===== src/design/rpn_pkg.sv =====
// ----------------------------------------------------------------------------
// rpn_pkg
// Shared types and constants for the RPN stack evaluator.
// ----------------------------------------------------------------------------
package rpn_pkg;

    localparam int STACK_DEPTH = 16;
    localparam int PTR_W       = $clog2(STACK_DEPTH);
    localparam int CNT_W       = $clog2(STACK_DEPTH + 1);
    localparam int DATA_W      = 64;

    localparam logic [2:0] OP_PUSH = 3'd0;
    localparam logic [2:0] OP_ADD  = 3'd1;
    localparam logic [2:0] OP_SUB  = 3'd2;
    localparam logic [2:0] OP_MUL  = 3'd3;
    localparam logic [2:0] OP_DIV  = 3'd4;
    localparam logic [2:0] OP_MOD  = 3'd5;
    localparam logic [2:0] OP_MIN  = 3'd6;
    localparam logic [2:0] OP_MAX  = 3'd7;

    localparam logic [63:0] MIN_NEG = 64'h8000_0000_0000_0000;
    localparam logic [63:0] MAX_POS = 64'h7FFF_FFFF_FFFF_FFFF;

    typedef struct packed {
        logic [2:0]         op;
        logic signed [63:0] value;
        logic               last;
    } in_item_t;

    typedef struct packed {
        logic signed [63:0] result;
        logic               divided_by_zero;
        logic               stack_overflowed;
        logic               saturated;
    } out_item_t;

    // Commands from the controller to the datapath.
    typedef struct packed {
        logic load_item;   // capture input transaction
        logic rd_b;        // read top entry
        logic rd_a;        // read entry below top
        logic push;        // write value at count
        logic alu_start;   // start an operation on a and b
        logic writeback;   // pop one and write the result
        logic emit;        // load output register and clear stack
        logic skip_div;    // zero divisor: write 0 and flag
    } dp_cmd_t;

    typedef struct packed {
        logic [2:0] op;
        logic       last;
        logic       full;
        logic       two_plus;
        logic       b_zero;
        logic       alu_done;
        logic       out_busy;
    } dp_sts_t;

endpackage


===== src/design/rpn_controller.sv =====
// ----------------------------------------------------------------------------
// rpn_controller
// Sequences one transaction: stack reads, operation, write-back and emit.
// ----------------------------------------------------------------------------
module rpn_controller (
    input  logic             aclk,
    input  logic             aresetn,
    input  logic             in_valid,
    output logic             in_ready,
    input  rpn_pkg::dp_sts_t sts,
    output rpn_pkg::dp_cmd_t cmd
);

    localparam logic [3:0] S_IDLE  = 4'd0;
    localparam logic [3:0] S_DEC   = 4'd1;
    localparam logic [3:0] S_RDB   = 4'd2;
    localparam logic [3:0] S_RDA   = 4'd3;
    localparam logic [3:0] S_EXEC  = 4'd5;
    localparam logic [3:0] S_WAIT  = 4'd6;
    localparam logic [3:0] S_WB    = 4'd7;
    localparam logic [3:0] S_TOP   = 4'd8;
    localparam logic [3:0] S_EMIT  = 4'd9;
    localparam logic [3:0] S_LAST  = 4'd10;

    logic [3:0] state_reg, state_next;

    always_comb begin
        state_next = state_reg;
        cmd        = '0;
        in_ready   = 1'b0;
        case (state_reg)
            S_IDLE: begin
                in_ready = 1'b1;
                if (in_valid) begin
                    cmd.load_item = 1'b1;
                    state_next = S_DEC;
                end
            end
            S_DEC: begin
                if (sts.op == rpn_pkg::OP_PUSH) begin
                    cmd.push = 1'b1;
                    state_next = S_LAST;
                end else if (sts.two_plus) begin
                    cmd.rd_b = 1'b1;
                    state_next = S_RDB;
                end else begin
                    state_next = S_LAST;
                end
            end
            S_RDB: begin
                cmd.rd_a = 1'b1;
                state_next = S_RDA;
            end
            S_RDA: begin
                state_next = S_EXEC;
            end
            S_EXEC: begin
                if ((sts.op == rpn_pkg::OP_DIV || sts.op == rpn_pkg::OP_MOD) && sts.b_zero) begin
                    cmd.skip_div = 1'b1;
                    state_next = S_WB;
                end else begin
                    cmd.alu_start = 1'b1;
                    state_next = S_WAIT;
                end
            end
            S_WAIT: begin
                if (sts.alu_done) begin
                    state_next = S_WB;
                end
            end
            S_WB: begin
                cmd.writeback = 1'b1;
                state_next = S_LAST;
            end
            S_LAST: begin
                if (sts.last) begin
                    cmd.rd_b = 1'b1;
                    state_next = S_TOP;
                end else begin
                    state_next = S_IDLE;
                end
            end
            S_TOP: begin
                cmd.rd_b = 1'b1;
                state_next = S_EMIT;
            end
            S_EMIT: begin
                cmd.rd_b = 1'b1;
                if (!sts.out_busy) begin
                    cmd.emit = 1'b1;
                    state_next = S_IDLE;
                end
            end
            default: begin
                state_next = S_IDLE;
            end
        endcase
    end

    always_ff @(posedge aclk) begin
        if (!aresetn) begin
            state_reg <= S_IDLE;
        end else begin
            state_reg <= state_next;
        end
    end

endmodule


===== config.mk =====
export PLATFORM = sky130hd
export DESIGN_NAME = rpn_controller
export DESIGN_NICKNAME = d
export VERILOG_FILES = /design/src/design/rpn_pkg.sv /design/src/design/rpn_controller.sv
export SDC_FILE = /design/constraint.sdc
export NUM_CORES = 1
export LEC_CHECK = 0
export ABC_AREA = 1
export BUFFER_PORTS_ARGS = -buffer_cell sky130_fd_sc_hd__buf_2
export CAP_MARGIN = 25
export CELL_PAD_IN_SITES_DETAIL_PLACEMENT = 2
export CELL_PAD_IN_SITES_GLOBAL_PLACEMENT = 2
export CORE_MARGIN = 3
export CORE_UTILIZATION = 18
export DETAILED_ROUTE_END_ITERATION = 12
export GPL_ROUTABILITY_DRIVEN = 0
export HOLD_SLACK_MARGIN = 0.02
export PLACE_DENSITY_LB_ADDON = 0.1
export RECOVER_POWER = 100
export SYNTH_ARGS = -nofsm -noshare
export SYNTH_HDL_FRONTEND = slang
export SYNTH_SLANG_ARGS = --single-unit

===== constraint.sdc =====
create_clock -name aclk -period 1.35 [get_ports aclk]
set_clock_uncertainty 0.05 [all_clocks]
set_input_delay 0.27 -clock aclk [delete_from_list [all_inputs] [get_ports aclk]]
set_output_delay 0.27 -clock aclk [all_outputs]
set_load 0.05 [all_outputs]

Word-level counts from Yosys, hierarchy flattened
Cells that the tools add are included.

word-level totals
  latch bits = 0
  memories = 0
  output and inout port bits = 9
  RAM bits = 0
  memory bits (read-only) = 0
  input port bits = 12
  word-level logic and storage cells = 46
  register bits after elaboration = 4

operators by class
  reductions and logical operators = 6
  muxes and demuxes = 25
  eq/ne operators = 14
  shifts and indexed selects = 0
  add/subtract/negate cells = 0
  bitwise gates (word level) = 0
  multiply operators = 0
  div/mod/pow operators = 0
  order comparisons = 0

operators with widths
  operator              number
  $pmux W4 S10          1
  $mux W4               6
  $mux W1               17
  $eq A4 B3 Y1 const B  3
  $eq A4 B4 Y1 const B  3
  $eq A4 B2 Y1 const B  2
  $eq A3 B3 Y1 const B  2
  $ne A2 B2 Y1 const B  3
  $eq A4 B1 Y1 const B  1
  $logic_not A4 Y1      1
  $logic_not A3 Y1      1
  $pmux W1 S3           1
  $reduce_and A3 Y1     1
  $reduce_or A2 Y1      1
  $logic_and A1 B1 Y1   1
  $logic_or A1 B1 Y1    1

Depth between registers and ports, before layout
Gate-level depths: netlist of run 1.

  word-level depth = 5
  depth in mapped cells = 8
  gate-level depth less buffers = 8

Worst setup path after synthesis of run 1
OpenSTA, ideal clock, no wires.

  path kind = reg-to-output
  from = reg state_reg[3]
  to = out cmd[7] (netlist name)
  path buffers = 0
  setup slack = -548 ps
  stages on the path, launching flop included = 4
  required time = 1030 ps
  arrival time = 1578 ps
  cell sequence = dfxtp_1 > inv_2 > nand3_1 > nor3_1

RTL lines
  item                    RTL line               text
  from (decl)             rpn_controller.sv:25   logic [3:0] state_reg, state_next;
  from (signal assigned)  rpn_controller.sv:104  state_reg <= state_next;
  to (decl)               rpn_controller.sv:11   output rpn_pkg::dp_cmd_t cmd

==> results of run 1 <==
-- kinds of logic after synthesis --
| family | count (synthesis) | synth area share, % |
|---|---|---|
| compound gates | 4 | 7.431 |
| buf+inv | 17 | 17.23 |
| simple gates | 45 | 53.72 |
| flops | 4 | 21.62 |
-- report_power, final --
part / internal, uW / total, uW / switching, uW
registers: 176 / 260 / 84.1
clock network: 99.6 / 151 / 51.2
logic: 707 / 1730 / 1020
-- through the flow --
stage | instances | total power [uW] | hold slack, ns | setup TNS [ns] | utilization, %
after floorplan | 70 | 966.3 | 0.3176 | -0.2957 | -
after global placement | 135 | 1422 | 0.4100 | -0.6403 | 38.98
after detailed placement | 135 | 1463 | 0.4127 | -0.9118 | 38.98
after CTS | 140 | 1956 | 0.2137 | -1.724 | 48.98
after global routing | 142 | 2296 | 0.2459 | -3.139 | 51.09
final | 142 | 2139 | 0.2385 | -2.162 | 51.09
-- placed cells by master, fill, tap and decap left out, types with 3 or more instances in the layout --
cell / netlist / routed
buf_4: 0 / 23
nand2_1: 18 / 14
inv_1: 15 / 11
buf_2: 0 / 10
nor2_4: 1 / 9
buf_6: 0 / 8
nor2_1: 16 / 6
inv_4: 0 / 3
nand2_4: 0 / 3
nor2_2: 1 / 3
inv_2: 2 / 3
nand3_1: 5 / 3
clkbuf_4: 0 / 3
buf_8: 0 / 3
-- tightest hold or removal path: stages --
cell and delay, ns:
buf_2 0.10, nand2_1 0.06, inv_1 0.06
-- routing by layer --
metal	vias up	track usage, %
met1	318	25.22
met2	20	35.81
met5	-	0
li1	308	-
met3	4	1.749
met4	0	6.550
-- how the worst min path moves through the flow --
| stage | start | end | depth (start not counted) |
|---|---|---|---|
| 3_5_place_dp | state_reg[3]$_SDFFE_PN0P_ | state_reg[1]$_SDFFE_PN0P_ | 1 |
| 3_3_place_gp | state_reg[3]$_SDFFE_PN0P_ | state_reg[1]$_SDFFE_PN0P_ | 1 |
| 2_1_floorplan | aresetn | state_reg[2]$_SDFFE_PN0P_ | 2 |
| 5_1_grt | aresetn | state_reg[2]$_SDFFE_PN0P_ | 3 |
| 4_1_cts | aresetn | state_reg[2]$_SDFFE_PN0P_ | 3 |
| 6_report | aresetn | state_reg[2]$_SDFFE_PN0P_ | 3 |
-- layout make-up --
| class | count | area [um2] |
|---|---|---|
| clock buffers | 3 | 22.52 |
| fillers | 216 | 899.6 |
| inverters | 17 | 71.32 |
| multi-input cells | 49 | 366.6 |
| flip-flops and latches | 4 | 90.09 |
| well taps | 25 | 31.28 |
| repair buffers | 44 | 357.8 |
-- repair_timing --
action                                  CTS  global route
buffers inserted                          2             2
gates resized for setup                  46             7
hold buffers                              0             0
gates cloned                              0             0
pin swaps                                10             5
endpoints found under the setup margin   10            11
==> results by group, run 1 <==
Outcome
  – Status: finished with violations
  – Failing checks: setup timing

Logic synthesis
  – Syn Std Cell Area: 370.4 um2
  – Dominant synthesized flop cell: dfxtp_1
  – Share of the synthesized area in the top cell type: 21.62%
  – Post-synth ARST share: 0%
  – Most common library cells after synthesis: 18 x nand2_1, 16 x nor2_1, 15 x inv_1
  – Mean Syn Cell Area: 5.291 um2
  – Count leader, synth: nand2_1
  – Cell count after synthesis: 70
  – Synthesized flop and latch total: 4
  – Cell accounting for the most synthesized area: dfxtp_1
  – Number of synthesized flops with an enable pin: 0
  – Top post-synthesis cells by area: dfxtp_1 22%, nand2_1 18%, nor2_1 16%
  – Cell variety after synth: 16
  – Yosys synthesis warning count: 0
  – Seq/Total Area, Yosys: 21.62%
  – Net Count, Synth: 82

Timing
  – Unrepaired setup endpoints after global routing: yes
  – Worst-Margin Slew: 0.2974 ns
  – Final hold violations: 0
  – Post-layout min period: 1.692 ns
  – Slew margin rel.: 80.15%
  – Final WS setup: -0.3419 ns
  – Slew Limit Fails: 0
  – Fmax achieved: 591.0 MHz
  – Post-route clock period utilization: 125.3%
  – Final setup vio count: 11

Critical path
  – Crit path to: cmd[6]
  – Crit. End Element: output port
  – Reg2reg path depth: 9
  – Worst EP required: 1.03 ns
  – Crit-path cells: nor2_4, inv_2, nor2_4, inv_2, o2111ai_4, buf_6
  – Worst path depth: 6
  – Max stage delay cell, worst path: dfxtp_4
  – Startpoint types: register
  – Crit-path max cell delay: 0.36 ns
  – Reg-to-reg startpoint: state_reg[2]$_SDFFE_PN0P_
  – CP Data Arrival Time: 1.37 ns
  – CP Class: register to output port
  – CP top delay family: flip-flops
  – Critical-path maximum fanout: 4
  – R2r setup slk: -0.10 ns
  – Critical path startpoint: state_reg[3]$_SDFFE_PN0P_
  – WP buf/inv: 3
  – FF-to-FF End: state_reg[0]$_SDFFE_PN0P_

Job
  – # Max-Cap Violations: 0

Power and ir drop
  – Worst vdd ir: 1284 uV
  – Static Leakage: 0.0005100 uW
  – Pwr/cell area: 2277 nW/um2

Routing
  – Vias: 650
  – Vias per inst: 4.577
  – DRC: 0
  – Wl on met1: 1.148 mm
  – Drt pass-1 iters: 4
  – DRT iter0 DRCs: 12
  – Final ANT Viol Nets: 0
  – Met2 WL: 1.432 mm
  – Routed length per placed instance: 18.90 um
  – Max layer used: met4
  – WL met3: 76 um
  – Total Wirelength: 2.684 mm

Floorplan
  – Initial Util: 20.14%
  – Row count: 15
  – Die W: 51.36 um
  – Die Ht: 51.36 um
  – Core Box Area: 1839 um2
  – Die Area: 2638 um2
  – Top-Level Pins: 21

Clock tree
  – CTS Root Cell: clkbuf_4
  – Largest buffer count on any clock path: 2
  – Clk sink count: 4
  – CTS tree: done
  – Clock-pin slew on the worst setup and hold paths: 0.04 ns
  – Clock Latency Late Sink: 0.24 ns
  – Num CTS Buffers: 3
  – Htree depth: 1

Global routing
  – Initial antenna violation count: 0
  – Largest net degree at the start of global routing: 6
  – First-pass GRT wire length: 3.774 mm
  – Vias in the first global route: 707
  – GRT overflow: 0
  – All-Layer GR Usage: 20.16%

Finish
  – Design Area, Final: 939.7 um2
  – Final nets: 131
  – Fraction of layout cells with a size suffix above 1: 68.38%
  – Max reg flops: 4
  – ANT cells: 0
  – Area Overhead vs Synth: 153.7%

Placement
  – Placed inst area: 716.9 um2
  – DP Worst Slack: -0.2046 ns
  – I/O Buffers: 19
  – Dpl hpwl: 1.411 mm

Hold path
  – Worst min-delay path class: input pin to register
No activity file was read; power rests on OpenSTA's default activity.
==> inputs of run 2 (changes only) <==
- CELL_PAD_IN_SITES_DETAIL_PLACEMENT: 2 -> 1
==> run 2 against run 1 <==
Against the previous run:
- the flow still finishes with violations (setup timing)
- worst hold slack worse by 0.043 ns
- sequential power up 2%
- total power shrank 1.4%
- register-to-register slack got worse by 0.11 ns
- fmax rose by 3.9%
- final cell count is 0.70% higher
- clock power grew 7%
- first-iteration DRC count is 83% lower
- utilization rose by 0.14 points
==> results by group, run 2 (same netlist as run 1, synthesis figures left out) <==
Clock tree
  – Htree depth: 1
  – Clk sink count: 4
  – CTS tree: done
  – Num CTS Buffers: 3
  – CTS Root Cell: clkbuf_4
  – Clock Latency Late Sink: 0.25 ns
  – Largest buffer count on any clock path: 2
  – Clock-pin slew on the worst setup and hold paths: 0.04 ns

Routing
  – DRT iter0 DRCs: 2
  – Total Wirelength: 1.780 mm
  – Final ANT Viol Nets: 0
  – DRC: 0
  – Vias: 616
  – Vias per inst: 4.308
  – Routed length per placed instance: 12.45 um
  – Drt pass-1 iters: 4

Critical path
  – Worst EP required: 1.03 ns
  – Critical path's most frequent cell: buf_6
  – CP Class: register to output port
  – Crit-path max cell delay: 0.36 ns
  – Max stage delay cell, worst path: dfxtp_4
  – Crit-path cells: buf_6, nor2_4, nand3_2, o2111ai_4, buf_6
  – Reg2reg path depth: 12
  – Critical-path maximum fanout: 4
  – CP Data Arrival Time: 1.31 ns
  – R2r setup slk: -0.21 ns
  – Crit. End Element: output port
  – Startpoint types: register

Job
  – # Max-Cap Violations: 0

Timing
  – Post-route clock period utilization: 120.6%
  – Final WS setup: -0.2777 ns
  – Slew Limit Fails: 0
  – Worst-Margin Slew: 0.2531 ns
  – Post-layout min period: 1.628 ns
  – Final hold violations: 0
  – Fin Hold WS: 0.1959 ns
  – Final setup vio count: 11
  – Unrepaired setup endpoints after global routing: yes
  – Fmax achieved: 614.4 MHz
  – Slew margin rel.: 83.07%

Global routing
  – Vias in the first global route: 626
  – Initial antenna violation count: 0
  – Largest net degree at the start of global routing: 6
  – GRT overflow: 0
  – All-Layer GR Usage: 13.57%
  – First-pass GRT wire length: 2.615 mm

Finish
  – Fraction of layout cells with a size suffix above 1: 68.64%
  – Area Overhead vs Synth: 154.4%
  – Commonest cells after routing, fill and taps aside: 22 x buf_4, 14 x nand2_1, 12 x inv_1, 12 x buf_6, 10 x buf_2
  – Max reg flops: 4
  – Area of the multi-input gates: 364.1 um2
  – Sequential cell area: 90.09 um2
  – ANT cells: 0
  – Fillers: 260
  – Final std cells w/o fill: 143
  – Design Area, Final: 942.2 um2
  – Final Util: 51.22%
  – Final nets: 132
  – Commonest non-fill, non-tap cell in the layout: buf_4

Hold path
  – Worst min-delay path class: input pin to register
  – Worst hold stages: 3

Placement
  – Placed inst area: 716.9 um2
  – Post-placement cell count: 135
  – I/O Buffers: 19
  – Dpl hpwl: 1.191 mm

Floorplan
  – Top-Level Pins: 21
  – Die W: 51.36 um
  – Initial Util: 20.14%
  – Row count: 15
  – Die Area: 2638 um2
  – Die Ht: 51.36 um
  – Core Box Area: 1839 um2

Power and ir drop
  – Worst vdd ir: 886.0 uV
  – Pwr/cell area: 2239 nW/um2
  – Static Leakage: 0.0005115 uW

Outcome
  – Status: finished with violations
  – Failing checks: setup timing
[run 2: cell count changes in the layout (fill, tap and decap cells not counted), sizes merged]
cell  before  now
buf       44   45
[run 2: routing by layer]
layer | up-vias | share of wire (%) | track usage, %
li1 | 311 | - | -
met1 | 286 | 43 | 15.91
met2 | 15 | 53 | 23.31
met3 | 4 | 2.8 | 0.8746
met4 | 0 | 1.8 | 9.170
met5 | - | 0 | 0
[run 2: worst max-delay path, delay by kind of cell (launching register included)]
kind                   cells  cell delay, ns
AO/OA/AOI/OAI              1            0.09
buffers and inverters      2            0.31
flip-flops                 1            0.36
AND/OR/NAND/NOR            2            0.30
[run 2: area by class of cell]
type | instances | area share, %
clock buffers | 3 | 2.390
inverters | 17 | 7.304
multi-input cells | 49 | 38.65
flip-flops and latches | 4 | 9.562
well taps | 25 | 3.320
repair buffers | 45 | 38.78
[run 2: final timing paths]
| path | end | start |
|---|---|---|
| max | cmd[6] | state_reg[2]$_SDFFE_PN0P_ |
| min | state_reg[2]$_SDFFE_PN0P_ | aresetn |
| max reg2reg | state_reg[0]$_SDFFE_PN0P_ | state_reg[2]$_SDFFE_PN0P_ |
| min reg2reg | state_reg[1]$_SDFFE_PN0P_ | state_reg[3]$_SDFFE_PN0P_ |
[run 2: report_power, final]
part           switching, uW  internal [uW]  leakage (uW)
Combinational            923            760      0.000463
Sequential              88.8            176     0.0000350
Clock                   61.2            100     0.0000138
[run 2: timing repair]
action,in CTS,in global routing
buffers inserted,4,2
pin swaps,7,4
gates cloned,0,0
endpoints found under the setup margin,10,11
resized for setup,34,17
hold buffers,0,0
[run 2: through the flow]
stage	total power [uW]	TNS [ns]	setup slack, ns
global route	2245	-3.091	-0.3358
global placement	1422	-0.6403	-0.1897
detailed placement	1436	-0.6707	-0.1908
floorplan	966.3	-0.2957	-0.1430
finish	2109	-2.359	-0.2777
CTS	1900	-1.940	-0.2889
